`config.mk`:
```
export PLATFORM = sky130hd
export DESIGN_NAME = base64_stream_encoder
export DESIGN_NICKNAME = d
export VERILOG_FILES = /design/src/b64e_pkg.sv /design/src/b64e_front.sv /design/src/b64e_queue.sv /design/src/b64e_back.sv /design/src/base64_stream_encoder.sv
export VERILOG_INCLUDE_DIRS = /design/src /design/src/src
export SDC_FILE = /design/constraint.sdc
export NUM_CORES = 1
export LEC_CHECK = 0
export BUFFER_PORTS_ARGS = -buffer_cell sky130_fd_sc_hd__buf_2
export CAP_MARGIN = 20
export CORE_ASPECT_RATIO = 0.75
export CORE_MARGIN = 1
export CORE_UTILIZATION = 60
export DETAILED_ROUTE_END_ITERATION = 7
export GPL_TIMING_DRIVEN = 0
export PLACE_DENSITY = 0.8
export SLEW_MARGIN = 20
export SYNTH_ARGS = -nofsm -noshare
export SYNTH_HDL_FRONTEND = slang
export SYNTH_SLANG_ARGS = --single-unit
export TNS_END_PERCENT = 100
```
`constraint.sdc`:
```
create_clock -name clk -period 3.05 [get_ports clk]
set_input_delay 0.61 -clock clk [delete_from_list [all_inputs] [get_ports clk]]
set_output_delay 0.61 -clock clk [all_outputs]
set_load 0.05 [all_outputs]
```
`src/base64_stream_encoder_assert.svh`:
```
// ----------------------------------------------------------------------------
// Assertion macros for the base64 stream encoder
// Concurrent checks clocked on clk and held off while rst is high.
// ----------------------------------------------------------------------------
`ifndef BASE64_STREAM_ENCODER_ASSERT_SVH
`define BASE64_STREAM_ENCODER_ASSERT_SVH

// Consequent must hold in the same cycle as the antecedent.
`define B64E_ASSERT_NOW(lbl, ante, cons) \
  lbl: assert property (@(posedge clk) disable iff (rst) (ante) |-> (cons)) \
    else $error("base64 encoder check failed");

// Consequent must hold in the cycle after the antecedent.
`define B64E_ASSERT_NEXT(lbl, ante, cons) \
  lbl: assert property (@(posedge clk) disable iff (rst) (ante) |=> (cons)) \
    else $error("base64 encoder check failed");

`endif

```
`src/b64e_pkg.sv`:
```
// ----------------------------------------------------------------------------
// b64e_pkg
// Beat types, job format and the character table of the base64 encoder.
// ----------------------------------------------------------------------------
package b64e_pkg;

  typedef struct packed {
    logic [7:0] in_byte;
    logic       is_last;
  } in_beat_t;

  typedef struct packed {
    logic [6:0] out_char;
    logic       out_last;
  } out_beat_t;

  // One output position of a job: a six-bit code or a pad character.
  typedef struct packed {
    logic       pad;
    logic [5:0] code;
  } slot_t;

  // Everything one source byte causes: up to four characters.
  typedef struct packed {
    slot_t [3:0] slot;
    logic  [1:0] last_idx;
    logic        eom;
  } job_t;

  typedef struct packed {
    logic full;
    logic empty;
  } queue_stat_t;

  typedef struct packed {
    logic [1:0] phase;
    logic [3:0] carry;
  } front_stat_t;

  localparam int unsigned QueueDepth = 2;

  localparam logic [6:0] CHAR_UPPER_BASE = 7'd65;  // 'A'
  localparam logic [6:0] CHAR_LOWER_BASE = 7'd71;  // 'a' - 26
  localparam logic [6:0] CHAR_DIGIT_OFFS = 7'd4;   // 52 - '0'
  localparam logic [6:0] CHAR_PLUS       = 7'd43;  // '+'
  localparam logic [6:0] CHAR_SLASH      = 7'd47;  // '/'
  localparam logic [6:0] CHAR_PAD        = 7'd61;  // '='

  function automatic logic [6:0] b64_char(input logic [5:0] v);
    logic [6:0] w;
    w = {1'b0, v};
    if (v <= 6'd25)      return w + CHAR_UPPER_BASE;
    else if (v <= 6'd51) return w + CHAR_LOWER_BASE;
    else if (v <= 6'd61) return w - CHAR_DIGIT_OFFS;
    else if (v == 6'd62) return CHAR_PLUS;
    else                 return CHAR_SLASH;
  endfunction

endpackage

```
`src/b64e_front.sv`:
```
// ----------------------------------------------------------------------------
// b64e_front
// Takes source bytes, tracks the group position and builds character jobs.
// ----------------------------------------------------------------------------
module b64e_front (
  input  logic                 clk,
  input  logic                 rst,
  input  logic                 byte_valid,
  output logic                 byte_ready,
  input  b64e_pkg::in_beat_t   byte_beat,
  input  logic                 queue_full,
  output logic                 push,
  output b64e_pkg::job_t       job,
  output b64e_pkg::front_stat_t stat
);
  import b64e_pkg::*;

  logic [1:0] phase;
  logic [3:0] carry;
  logic [1:0] phase_next;
  logic [3:0] carry_next;
  logic [7:0] b;

  assign b          = byte_beat.in_byte;
  assign byte_ready = !queue_full;
  assign push       = byte_valid && !queue_full;
  assign stat       = '{phase: phase, carry: carry};

  always_comb begin
    job        = '0;
    job.eom    = byte_beat.is_last;
    phase_next = phase;
    carry_next = carry;
    case (phase)
      2'd1: begin
        job.slot[0].code = {carry[1:0], b[7:4]};
        carry_next       = b[3:0];
        phase_next       = 2'd2;
        if (byte_beat.is_last) begin
          job.slot[1].code = {b[3:0], 2'b00};
          job.slot[2].pad  = 1'b1;
          job.last_idx     = 2'd2;
        end
      end
      2'd2: begin
        job.slot[0].code = {carry, b[7:6]};
        job.slot[1].code = b[5:0];
        job.last_idx     = 2'd1;
        carry_next       = 4'd0;
        phase_next       = 2'd0;
      end
      default: begin
        // Start of a group; the unused phase code is treated the same way.
        job.slot[0].code = b[7:2];
        carry_next       = {2'b00, b[1:0]};
        phase_next       = 2'd1;
        if (byte_beat.is_last) begin
          job.slot[1].code = {b[1:0], 4'b0000};
          job.slot[2].pad  = 1'b1;
          job.slot[3].pad  = 1'b1;
          job.last_idx     = 2'd3;
        end
      end
    endcase
    if (byte_beat.is_last) begin
      phase_next = 2'd0;
      carry_next = 4'd0;
    end
  end

  always_ff @(posedge clk) begin
    if (rst) begin
      phase <= 2'd0;
      carry <= 4'd0;
    end else if (push) begin
      phase <= phase_next;
      carry <= carry_next;
    end
  end

endmodule

```
`src/b64e_queue.sv`:
```
// ----------------------------------------------------------------------------
// b64e_queue
// Short first-in first-out queue of character jobs between front and back.
// ----------------------------------------------------------------------------
module b64e_queue (
  input  logic                  clk,
  input  logic                  rst,
  input  logic                  push,
  input  b64e_pkg::job_t        wr_job,
  input  logic                  pop,
  output b64e_pkg::job_t        rd_job,
  output b64e_pkg::queue_stat_t stat
);
  import b64e_pkg::*;

  localparam int unsigned PtrW = $clog2(QueueDepth);
  localparam int unsigned CntW = $clog2(QueueDepth + 1);

  job_t            entry [QueueDepth];
  logic [PtrW-1:0] wr_ptr;
  logic [PtrW-1:0] rd_ptr;
  logic [CntW-1:0] count;

  assign stat.full  = (count == CntW'(QueueDepth));
  assign stat.empty = (count == '0);
  assign rd_job     = entry[rd_ptr];

  always_ff @(posedge clk) begin
    if (push) begin
      entry[wr_ptr] <= wr_job;
    end
  end

  always_ff @(posedge clk) begin
    if (rst) begin
      wr_ptr <= '0;
      rd_ptr <= '0;
      count  <= '0;
    end else begin
      if (push) begin
        wr_ptr <= (wr_ptr == PtrW'(QueueDepth - 1)) ? '0 : wr_ptr + 1'b1;
      end
      if (pop) begin
        rd_ptr <= (rd_ptr == PtrW'(QueueDepth - 1)) ? '0 : rd_ptr + 1'b1;
      end
      case ({push, pop})
        2'b10:   count <= count + 1'b1;
        2'b01:   count <= count - 1'b1;
        default: count <= count;
      endcase
    end
  end

endmodule

```
`src/b64e_back.sv`:
```
// ----------------------------------------------------------------------------
// b64e_back
// Walks the head job one character per cycle, unless stalled, into the output register.
// ----------------------------------------------------------------------------
module b64e_back (
  input  logic                clk,
  input  logic                rst,
  input  b64e_pkg::job_t      head,
  input  logic                head_empty,
  output logic                pop,
  output logic                char_valid,
  input  logic                char_ready,
  output b64e_pkg::out_beat_t char_beat
);
  import b64e_pkg::*;

  logic [1:0] idx;
  logic       load;
  slot_t      cur;

  assign cur  = head.slot[idx];
  assign load = !head_empty && (!char_valid || char_ready);
  assign pop  = load && (idx == head.last_idx);

  always_ff @(posedge clk) begin
    if (rst) begin
      char_valid <= 1'b0;
      idx        <= 2'd0;
    end else begin
      if (load) begin
        char_valid <= 1'b1;
        idx        <= pop ? 2'd0 : idx + 2'd1;
      end else if (char_ready) begin
        char_valid <= 1'b0;
      end
    end
  end

  always_ff @(posedge clk) begin
    if (load) begin
      char_beat.out_char <= cur.pad ? CHAR_PAD : b64_char(cur.code);
      char_beat.out_last <= head.eom && (idx == head.last_idx);
    end
  end

endmodule

```
`src/base64_stream_encoder.sv`:
```
// ----------------------------------------------------------------------------
// base64_stream_encoder
// Byte stream in, standard-alphabet base64 characters out, with padding.
// ----------------------------------------------------------------------------
//
//   channel   handshake                   payload
//   -------   -------------------------   -----------------------------------
//   byte      byte_valid / byte_ready     byte_beat: in_byte, is_last
//   char      char_valid / char_ready     char_beat: out_char, out_last
//
// The front end takes one byte a cycle whenever the two-entry job queue has
// room. The back end sends one character a cycle unless stalled, so a byte
// yields one to four characters: four over a whole group of three bytes, four
// for a byte that closes a message at group start. Characters pass through the
// job queue and then the output register. Reset clears the group position,
// leftover bits, queue pointers and output valid; nothing else needs clearing.
// Each side stalls on its own: a stalled output holds its character while the
// queue keeps filling.
module base64_stream_encoder (
  input  logic                clk,
  input  logic                rst,
  input  logic                byte_valid,
  output logic                byte_ready,
  input  b64e_pkg::in_beat_t  byte_beat,
  output logic                char_valid,
  input  logic                char_ready,
  output b64e_pkg::out_beat_t char_beat
);
  import b64e_pkg::*;

  logic        push;
  logic        pop;
  job_t        wr_job;
  job_t        head;
  queue_stat_t q_stat;
  front_stat_t f_stat;

  // The front end classifies each byte by its place in the three-byte group
  // and turns it into a job of six-bit codes and pad marks.
  b64e_front u_front (
    .clk        (clk),
    .rst        (rst),
    .byte_valid (byte_valid),
    .byte_ready (byte_ready),
    .byte_beat  (byte_beat),
    .queue_full (q_stat.full),
    .push       (push),
    .job        (wr_job),
    .stat       (f_stat)
  );

  // The queue decouples byte acceptance from character delivery.
  b64e_queue u_queue (
    .clk    (clk),
    .rst    (rst),
    .push   (push),
    .wr_job (wr_job),
    .pop    (pop),
    .rd_job (head),
    .stat   (q_stat)
  );

  // The back end maps one code per cycle to ASCII unless stalled, and registers the beat.
  b64e_back u_back (
    .clk        (clk),
    .rst        (rst),
    .head       (head),
    .head_empty (q_stat.empty),
    .pop        (pop),
    .char_valid (char_valid),
    .char_ready (char_ready),
    .char_beat  (char_beat)
  );

`include "base64_stream_encoder_assert.svh"

  // A message end always returns the front end to the start of a group.
  `B64E_ASSERT_NEXT(a_last_clears, byte_valid && byte_ready && byte_beat.is_last, f_stat.phase == 2'd0 && f_stat.carry == 4'd0)
  // The unused phase code never arises.
  `B64E_ASSERT_NOW(a_phase_range, 1'b1, f_stat.phase != 2'd3)
  // The front end only holds off when the queue is full.
  `B64E_ASSERT_NOW(a_ready_full, !byte_ready, q_stat.full)
  // A pad that does not end the message is followed by the closing pad.
  `B64E_ASSERT_NEXT(a_pad_pair, char_valid && char_beat.out_char == CHAR_PAD && !char_beat.out_last, char_valid && char_beat.out_char == CHAR_PAD)

endmodule
```
* Word-level counts from Yosys, hierarchy flattened
Memory sizes are Yosys's and may differ from the RTL's. A register that Yosys moved wholly into a read port is not among the register bits. Cells that the tools add are included.
Word-level totals: bits in registers 21, RAM bits 34, input port bits 13, output and inout bits 10, memories kept 1
Memory list:
- u_queue.entry | words 2, bits a word 17, read ports 1, clocked after Yosys merged registers in 1, wr ports 1, line b64e_queue.sv:19 | job_t entry [QueueDepth];
Cells by class: add/subtract/negate cells 8, magnitude comparators 4, equality and inequality tests 7, mux-type cells 29, reduce and logical (&&, ||, !) cells 12
Operators by type and width (count):
- two-way mux 7 bit | 4
- one-hot mux 8 bit (2 select lines) | 1
- adder 6 x 7 -> 7 bit (second input constant) | 2
- binary-select mux 7 bit (select 2 bit) | 1
- <= comparator 6 bit (second input constant) | 2
- two-way mux 6 bit | 2
- one-hot mux 6 bit (2 select lines) | 1
- two-way mux 1 bit | 11
- two-way mux 2 bit | 4
- one-hot mux 2 bit (2 select lines) | 2
- one-hot mux 4 bit (2 select lines) | 1
- subtractor 6 x 3 -> 7 bit (second input constant) | 1
- == test 2 bit (second input constant) | 3
- == test 6 bit (second input constant) | 1
- <= comparator 6 x 5 -> 1 bit (second input constant) | 1
- adder 2 x 1 -> 2 bit (second input constant) | 2
- == test 2 x 1 -> 1 bit (second input constant) | 2
- logical AND 1 bit | 4
- two-way mux 4 bit | 1
- nonzero test 2 bit | 2
- zero test 1 bit | 3
- < comparator 2 x 3 -> 1 bit (second input constant) | 1
- two-way mux 3 bit | 1
- adder 1 bit (second input constant) | 2
- other kinds (5) | 5

* Longest topological paths before layout
Gate-level depths: netlist of the first run.
depth after elaboration 7, mapped depth 11

* Modules after synthesis
From an unflattened synthesis of the first run, not the netlist that was laid out.
Second synthesis, totals: cells, all modules 310, area, all modules 4169.0 um^2
By module, submodules not included:
- b64e_queue | instances 1, cells an instance 118, area each 2431.1 um^2
- b64e_back | instances 1, cells an instance 106, area each 1083.5 um^2
- b64e_front | instances 1, cells an instance 86, area each 654.4 um^2

* Least setup slack after synthesis of the first run
OpenSTA, ideal clock, no wires.
path type reg2reg, from reg with a tool-made name, to reg, netlist name u_back.char_beat[5], arrival 2.479 ns, data required time 2.791 ns, setup slack 0.312 ns, cell stages (with the launch flop) 12, buffers on the path 2, clock period less this slack 2.738 ns, cell sequence dfxtp_1 > buf_6 > buf_12 > mux4_2 > nand2b_1 > inv_1 > ha_1 > nor2b_1 > o21ai_0 > o21a_2 > nor3_1 > a211o_1

==> flow_metrics.env, run 1 <==
export IMPL_synth_edf_count=42
export IMPL_grt_overflow=0
export IMPL_first_global_vias=2032
export IMPL_diodes=0
export IMPL_htree_levels=2
export IMPL_netlist_area_leader_share_pct=41.9
export IMPL_die_y_um=63.3
export IMPL_dp_slack_ps=-69.8
export IMPL_period_share_pct=94.9
export IMPL_skew_ps=5.21
export IMPL_ys_seq_area_share_pct=51.2
export IMPL_reg2reg_depth=11
export IMPL_grt_antenna_before_repair=0
export IMPL_numCtsBuffers=5
export IMPL_relSlewSlack_pct=39.6
export IMPL_start_util_pct=65.1
export IMPL_grt_start_max_net_pins=18
export IMPL_clockBufferDepth=2
export IMPL_synthArstFlopShare_pct=0
export IMPL_syn_nets=281
export IMPL_wl_mm=5.88
export IMPL_drtIter0Drc=187
export IMPL_yosysWarnings=0
export IMPL_cts_tree="yes"
export IMPL_io_pins=23
export IMPL_mostFrequentLayoutCells="edfxtp_1 (42), buf_2 (22), nand2_1 (20), nor2_1 (20), dfxtp_1 (14)"
export IMPL_final_common_cell="edfxtp_1"
export IMPL_hold_path_class="flop to flop"
export IMPL_numPlacedInstances=334
export IMPL_cp_max_fo=10
export IMPL_fill_cells=351
export IMPL_nets=311
export IMPL_synth_cell_area_um2=3010
export IMPL_ys_types=55
export IMPL_synth_top_area_cell="edfxtp_1"
export IMPL_holdWs_ps=497
export IMPL_reg2reg_slack_ps=160
export IMPL_post_dp_hpwl_mm=4.26
export IMPL_grt_util_all_layers_pct=24.0
export IMPL_avgViaCountPerCell=6.01
export IMPL_clk_pin_slew_worst_paths_ps=100
export IMPL_setup_violations=0
export IMPL_place_gp_congestion=0.830
export IMPL_hold_viol_final=0
export IMPL_final_cells=342
export IMPL_setup_ws_ps=157
export IMPL_drc=0
export IMPL_final_max_slew_viol_count=0
export IMPL_dieArea_um2=5310
export IMPL_clock_latency_ps=300
export IMPL_cts_hold_fix_buffers=0
export IMPL_whs_path_depth=2
export IMPL_die_w_um=83.8
export IMPL_status="completed"
export IMPL_worstHoldEndpoint="u_back.char_valid"
export IMPL_multi_input_area_um2=1380
export IMPL_area_growth_pct=10.1
export IMPL_rows=21
export IMPL_crit_arrival_ps=3040
export IMPL_synthCells=254
export IMPL_critPathCaptureType="flop"
export IMPL_peakVddDrop_uv=793
export IMPL_routedWlPerCell_um=17.2
export IMPL_required_ps=3200
export IMPL_startpoint_type="flop"
export IMPL_seqCellArea_um2=1540
export IMPL_timing_rr_end="u_back.char_beat[3]"
export IMPL_grt_pass1_wl_mm=9.78
export IMPL_root_buffer="clkbuf_8"
export IMPL_worst_pin_slew_ps=904
export IMPL_fin_crit_ps=2890
export IMPL_drv_cap=0
export IMPL_core_area_um2=4620
export IMPL_p_per_area_nw_per_um2=1060
export IMPL_synth_avg_cell_area_um2=11.9
export IMPL_synth_ff_type="edfxtp_1"
export IMPL_min_from="u_back.char_valid"
export IMPL_finalPower_mw=3.51
export IMPL_vias=2057
export IMPL_fmax_mhz=346
export IMPL_cts_sinks=56
export IMPL_ys_seq_elements=56
export IMPL_synth_top_cells_by_area="edfxtp_1 (42%), dfxtp_1 (9.3%), ha_1 (5.8%)"
export IMPL_ant_nets=0
export IMPL_power_leakage_nw=1.21
export IMPL_rsz0062_at_grt="no"
export IMPL_port_buffer_count=22
export IMPL_path_class="flop to flop"
export IMPL_layout_drive_gt1_share_pct=21.1
export IMPL_firstDrtPassIters=4
-- state kept, by name, indices dropped and copies added (netlist names), named ones only --
| register | count |
|---|---|
| u_queue.wr_ptr | 1 |
| u_back.char_valid | 1 |
| u_queue.rd_ptr | 1 |
| u_queue.entry | 34 |
| u_front.carry | 4 |
| u_back.char_beat | 8 |
| u_queue.count | 2 |
| u_front.phase | 2 |
| u_back.idx | 2 |
-- area by class of cell --
| cell class | count | share of cell area (%) |
|---|---|---|
| buffer | 12 | 2.30 |
| clock inverter | 2 | 0.415 |
| inverter | 11 | 1.25 |
| timing repair buffer | 23 | 3.66 |
| clock buffer | 6 | 2.19 |
| tap | 57 | 2.15 |
| multi-input combinational | 175 | 41.5 |
| sequential | 56 | 46.5 |
-- cells in the mapped netlist (4+ instances only) --
| cell type | instances |
|---|---|
| ha_1 | 14 |
| a22oi_1 | 10 |
| edfxtp_1 | 42 |
| nor2b_1 | 4 |
| mux4_2 | 5 |
| mux2i_1 | 5 |
| nand2_1 | 20 |
| nor3_1 | 5 |
| dfxtp_1 | 14 |
| nand2b_1 | 7 |
| a21oi_1 | 12 |
| clkbuf_1 | 8 |
| a211oi_1 | 4 |
| o21ai_0 | 13 |
| nor2_1 | 22 |
| nand3_1 | 4 |
| xor2_1 | 5 |
| inv_1 | 11 |
-- where the power goes --
part / total (mW) / switching, mW / internal (mW)
logic: 1.97 / 1.23 / 0.738
registers: 1.14 / 0.0762 / 1.06
clock network: 0.398 / 0.234 / 0.164
total: 3.51 / 1.54 / 1.97
-- layer usage --
layer / share of wire (%) / GRT usage (%) / up-vias
li1: - / - / 1004
met1: 48 / 32.8 / 989
met2: 46 / 39.2 / 58
met3: 5.1 / 3.80 / 6
met4: 1.1 / 8.47 / 0
met5: 0 / 0 / -
-- logic make-up (layout without fill, tap and decap cells) --
logic type	after synthesis	in the layout	synth area share, %
AO/OA/AOI/OAI	61	61	15.5
XOR/XNOR	8	8	2.33
buffers and inverters	23	54	3.74
multiplexers	16	16	8.77
adder cells (fa/ha/maj)	14	14	5.82
AND/OR/NAND/NOR	76	76	12.6
flip-flops	56	56	51.2
-- worst max-delay path by stage --
stage,to,cells after the start,slack (ps)
global placement,u_back.char_beat[5],10,-20
global route,u_back.char_beat[5],11,20
CTS,u_back.char_beat[1],11,30
detailed placement,u_back.char_beat[5],10,-70
finish,u_back.char_beat[3],11,160
floorplan,u_back.char_beat[5],11,310
-- through the flow --
| step | TNS, ps | instance area (um^2) | utilization (%) |
|---|---|---|---|
| 2_1_floorplan | 0 | 3010 | - |
| 3_3_place_gp | -24.4 | 3190 | 69.0 |
| 3_5_place_dp | -124 | 3210 | 69.4 |
| 4_1_cts | 0 | 3300 | 71.3 |
| 5_1_grt | 0 | 3310 | 71.6 |
| 6_report | 0 | 3310 | 71.6 |
-- critical path, stage by stage (launching register included) --
cell,delay (ps)
dfxtp_1,340
buf_6,150
buf_12,160
mux4_2,520
nand2b_1,160
inv_1,120
ha_1,240
nand2_1,80
nand3_1,130
a2111oi_4,290
mux2_2,390
o221ai_2,160
-- what timing repair did --
action                                  4_1_cts  5_1_grt
endpoints found under the setup margin        3        4
pin swaps                                     0        0
cloned                                        0        0
resized for setup                             2        5
buffers inserted                              0        0
No activity file was read; power rests on OpenSTA's default activity.
==> run 2: changes to the inputs <==
--- a/config.mk
+++ b/config.mk
@@ -6,7 +6,7 @@
 export SDC_FILE = /design/constraint.sdc
 export NUM_CORES = 1
 export LEC_CHECK = 0
-export BUFFER_PORTS_ARGS = -buffer_cell sky130_fd_sc_hd__buf_2
+export BUFFER_PORTS_ARGS = -buffer_cell sky130_fd_sc_hd__clkbuf_2
 export CAP_MARGIN = 20
 export CORE_ASPECT_RATIO = 0.75
 export CORE_MARGIN = 1
==> run 2 against run 1 <==
Sequential cell count unchanged. Global-route usage down 1.0 points. First-iteration DRC count down 25%. Die area unchanged. Register-to-register slack about the same. Combinational power down 3%. Worst setup slack worse by 8.7 ps. Final cell count unchanged. Clock skew down 2.3 ps. Fmax down 0.30%. Critical path type unchanged.
==> flow_metrics.env, run 2 (synthesis results as in run 1) <==
export IMPL_setup_tns_ps=0
export IMPL_critPathCaptureType="flop"
export IMPL_cts_sinks=56
export IMPL_grt_antenna_before_repair=0
export IMPL_hold_path_class="flop to flop"
export IMPL_worstHoldEndpoint="u_back.char_valid"
export IMPL_cp_max_fo=9
export IMPL_mostFrequentLayoutCells="edfxtp_1 (42), clkbuf_2 (22), nand2_1 (20), nor2_1 (20), ha_1 (14)"
export IMPL_p_per_area_nw_per_um2=1050
export IMPL_dp_slack_ps=-64.6
export IMPL_clock_latency_ps=310
export IMPL_setup_violations=0
export IMPL_worst_pin_slew_ps=871
export IMPL_reg_top3="u_queue.entry x34, u_back.char_beat x8, u_front.carry x4"
export IMPL_wl_mm=5.61
export IMPL_whs_path_depth=2
export IMPL_post_dp_cell_area_um2=3210
export IMPL_required_ps=3120
export IMPL_grt_pass1_wl_mm=9.43
export IMPL_die_y_um=63.3
export IMPL_relSlewSlack_pct=41.9
export IMPL_drv_cap=0
export IMPL_grt_use_met3_pct=3.93
export IMPL_cp_common_cell="a21oi_1"
export IMPL_htree_levels=2
export IMPL_power_leakage_nw=1.22
export IMPL_reg2reg_depth=11
export IMPL_min_from="u_back.char_valid"
export IMPL_setup_ws_ps=148
export IMPL_area_growth_pct=9.73
export IMPL_path_cells="buf_6 > mux4_1 > nand2b_1 > buf_2 > inv_1 > ha_1 > a21oi_1 > and2_4 > or2b_2 > a21oi_1 > a211oi_1"
export IMPL_use_met1_pct=33.5
export IMPL_met2_usage_pct=34.8
export IMPL_grt_util_all_layers_pct=22.9
export IMPL_grt_busiest_layer="met2"
export IMPL_layout_drive_gt1_share_pct=20.7
export IMPL_cts_hold_fix_buffers=0
export IMPL_crit_path_max_incr_delay_ps=580
export IMPL_sw_frac_of_total_pct=43.6
export IMPL_pwr_share_seq_pct=32.9
export IMPL_fin_crit_ps=2900
export IMPL_ant_nets=0
export IMPL_p_clk_share_pct=11.6
export IMPL_nets=311
export IMPL_path_buf_inv=3
export IMPL_vias=2047
export IMPL_grt_overflow=0
export IMPL_rows=21
export IMPL_final_util_pct=71.4
export IMPL_firstDrtPassIters=4
export IMPL_status="completed"
export IMPL_startpoint_type="flop"
export IMPL_largest_register="u_queue.entry"
export IMPL_diodes=0
export IMPL_start_util_pct=65.1
export IMPL_hold_viol_final=0
export IMPL_drtIter0Drc=140
export IMPL_reg2reg_slack_ps=150
export IMPL_first_global_vias=1963
export IMPL_crit_arrival_ps=2970
export IMPL_post_dp_hpwl_mm=4.17
export IMPL_power_switching_mw=1.51
export IMPL_final_max_slew_viol_count=0
export IMPL_skew_ps=2.89
export IMPL_clk_pin_slew_worst_paths_ps=90
export IMPL_routedWlPerCell_um=16.4
export IMPL_clockBufferDepth=2
export IMPL_root_buffer="clkbuf_8"
export IMPL_place_gp_congestion=0.828
export IMPL_crit_slowest_cell="mux4_1"
export IMPL_fmax_mhz=345
export IMPL_final_common_cell="edfxtp_1"
export IMPL_fin_area_um2=3300
export IMPL_cpLargestDelayFamily="simple AND/OR/NAND/NOR gates"
export IMPL_p_comb_share_pct=55.5
export IMPL_path_class="flop to flop"
export IMPL_core_area_um2=4620
export IMPL_cts_tree="yes"
export IMPL_fill_cells=337
export IMPL_timing_rr_end="u_back.char_beat[2]"
export IMPL_numCtsBuffers=5
export IMPL_drc=0
export IMPL_largest_register_ffs=34
export IMPL_grt_start_max_net_pins=18
export IMPL_port_buffer_count=22
export IMPL_die_w_um=83.8
export IMPL_rsz0062_at_grt="no"
export IMPL_dieArea_um2=5310
export IMPL_period_share_pct=95.1
export IMPL_avgViaCountPerCell=5.99
export IMPL_p_int_mw=1.95
export IMPL_io_pins=23
export IMPL_peakVddDrop_uv=772
-- run 2: changes by cell type in the layout (fill, tap and decap cells not counted), sizes merged --
| cell | change |
|---|---|
| buf | -22 |
| clkbuf | +23 |
| clkinv | -1 |
-- run 2: per-layer routing --
layer	share of wire (%)	vias up	wire length [um]
met4	1.4	0	76
met5	0	-	0
met3	4.0	8	222
met1	50	986	2800
li1	-	1002	-
met2	45	51	2510
-- run 2: repair_timing --
action | in CTS | in global routing
setup buffers | 0 | 0
setup endpoints to repair | 2 | 4
gates resized for setup | 1 | 4
cloned | 0 | 0
-- run 2: worst max-delay path by stage --
stage,depth (start not counted),endpoint,from,slack [ps]
2_1_floorplan,11,u_back.char_beat[5],flop,310
3_3_place_gp,10,u_back.char_beat[5],u_back.idx[0],-20
3_5_place_dp,10,u_back.char_beat[5],u_back.idx[0],-60
4_1_cts,10,u_back.char_beat[2],u_back.idx[0],40
5_1_grt,11,u_back.char_beat[2],flop,10
6_report,11,u_back.char_beat[2],flop,150
-- run 2: layout make-up --
type / instances / area [um^2] / area share (%)
Clock buffer: 7 / 76.3 / 2.31
Buffer: 12 / 73.8 / 2.23
Sequential cell: 56 / 1540 / 46.7
Clock inverter: 1 / 8.76 / 0.265
Timing Repair Buffer: 23 / 121 / 3.67
Inverter: 11 / 41.3 / 1.25
Tap cell: 57 / 71.3 / 2.16
Multi-Input combinational cell: 175 / 1370 / 41.4
-- run 2: power by group through the flow --
stage | Sequential, mW | Clock [mW] | Combinational (mW)
after floorplan | 1.36 | 0 | 1.29
final | 1.14 | 0.400 | 1.92
after global routing | 1.16 | 0.433 | 2.09
after detailed placement | 1.16 | 0 | 1.88
after CTS | 1.14 | 0.404 | 1.90
after global placement | 1.15 | 0 | 1.83
-- run 2: worst min-delay path, delay by kind of cell (launching register included) --
family             cells  cell delay [ps]
DFF                    1              320
and+or+nand+nor        1               80
AOI/OAI and AO/OA      1               60
-- run 2: per-stage QoR --
stage	power, mW	instances	hold slack, ps
2_1_floorplan	2.65	254	472
3_3_place_gp	2.98	333	481
3_5_place_dp	3.04	334	489
4_1_cts	3.44	342	503
5_1_grt	3.69	342	514
6_report	3.47	342	500
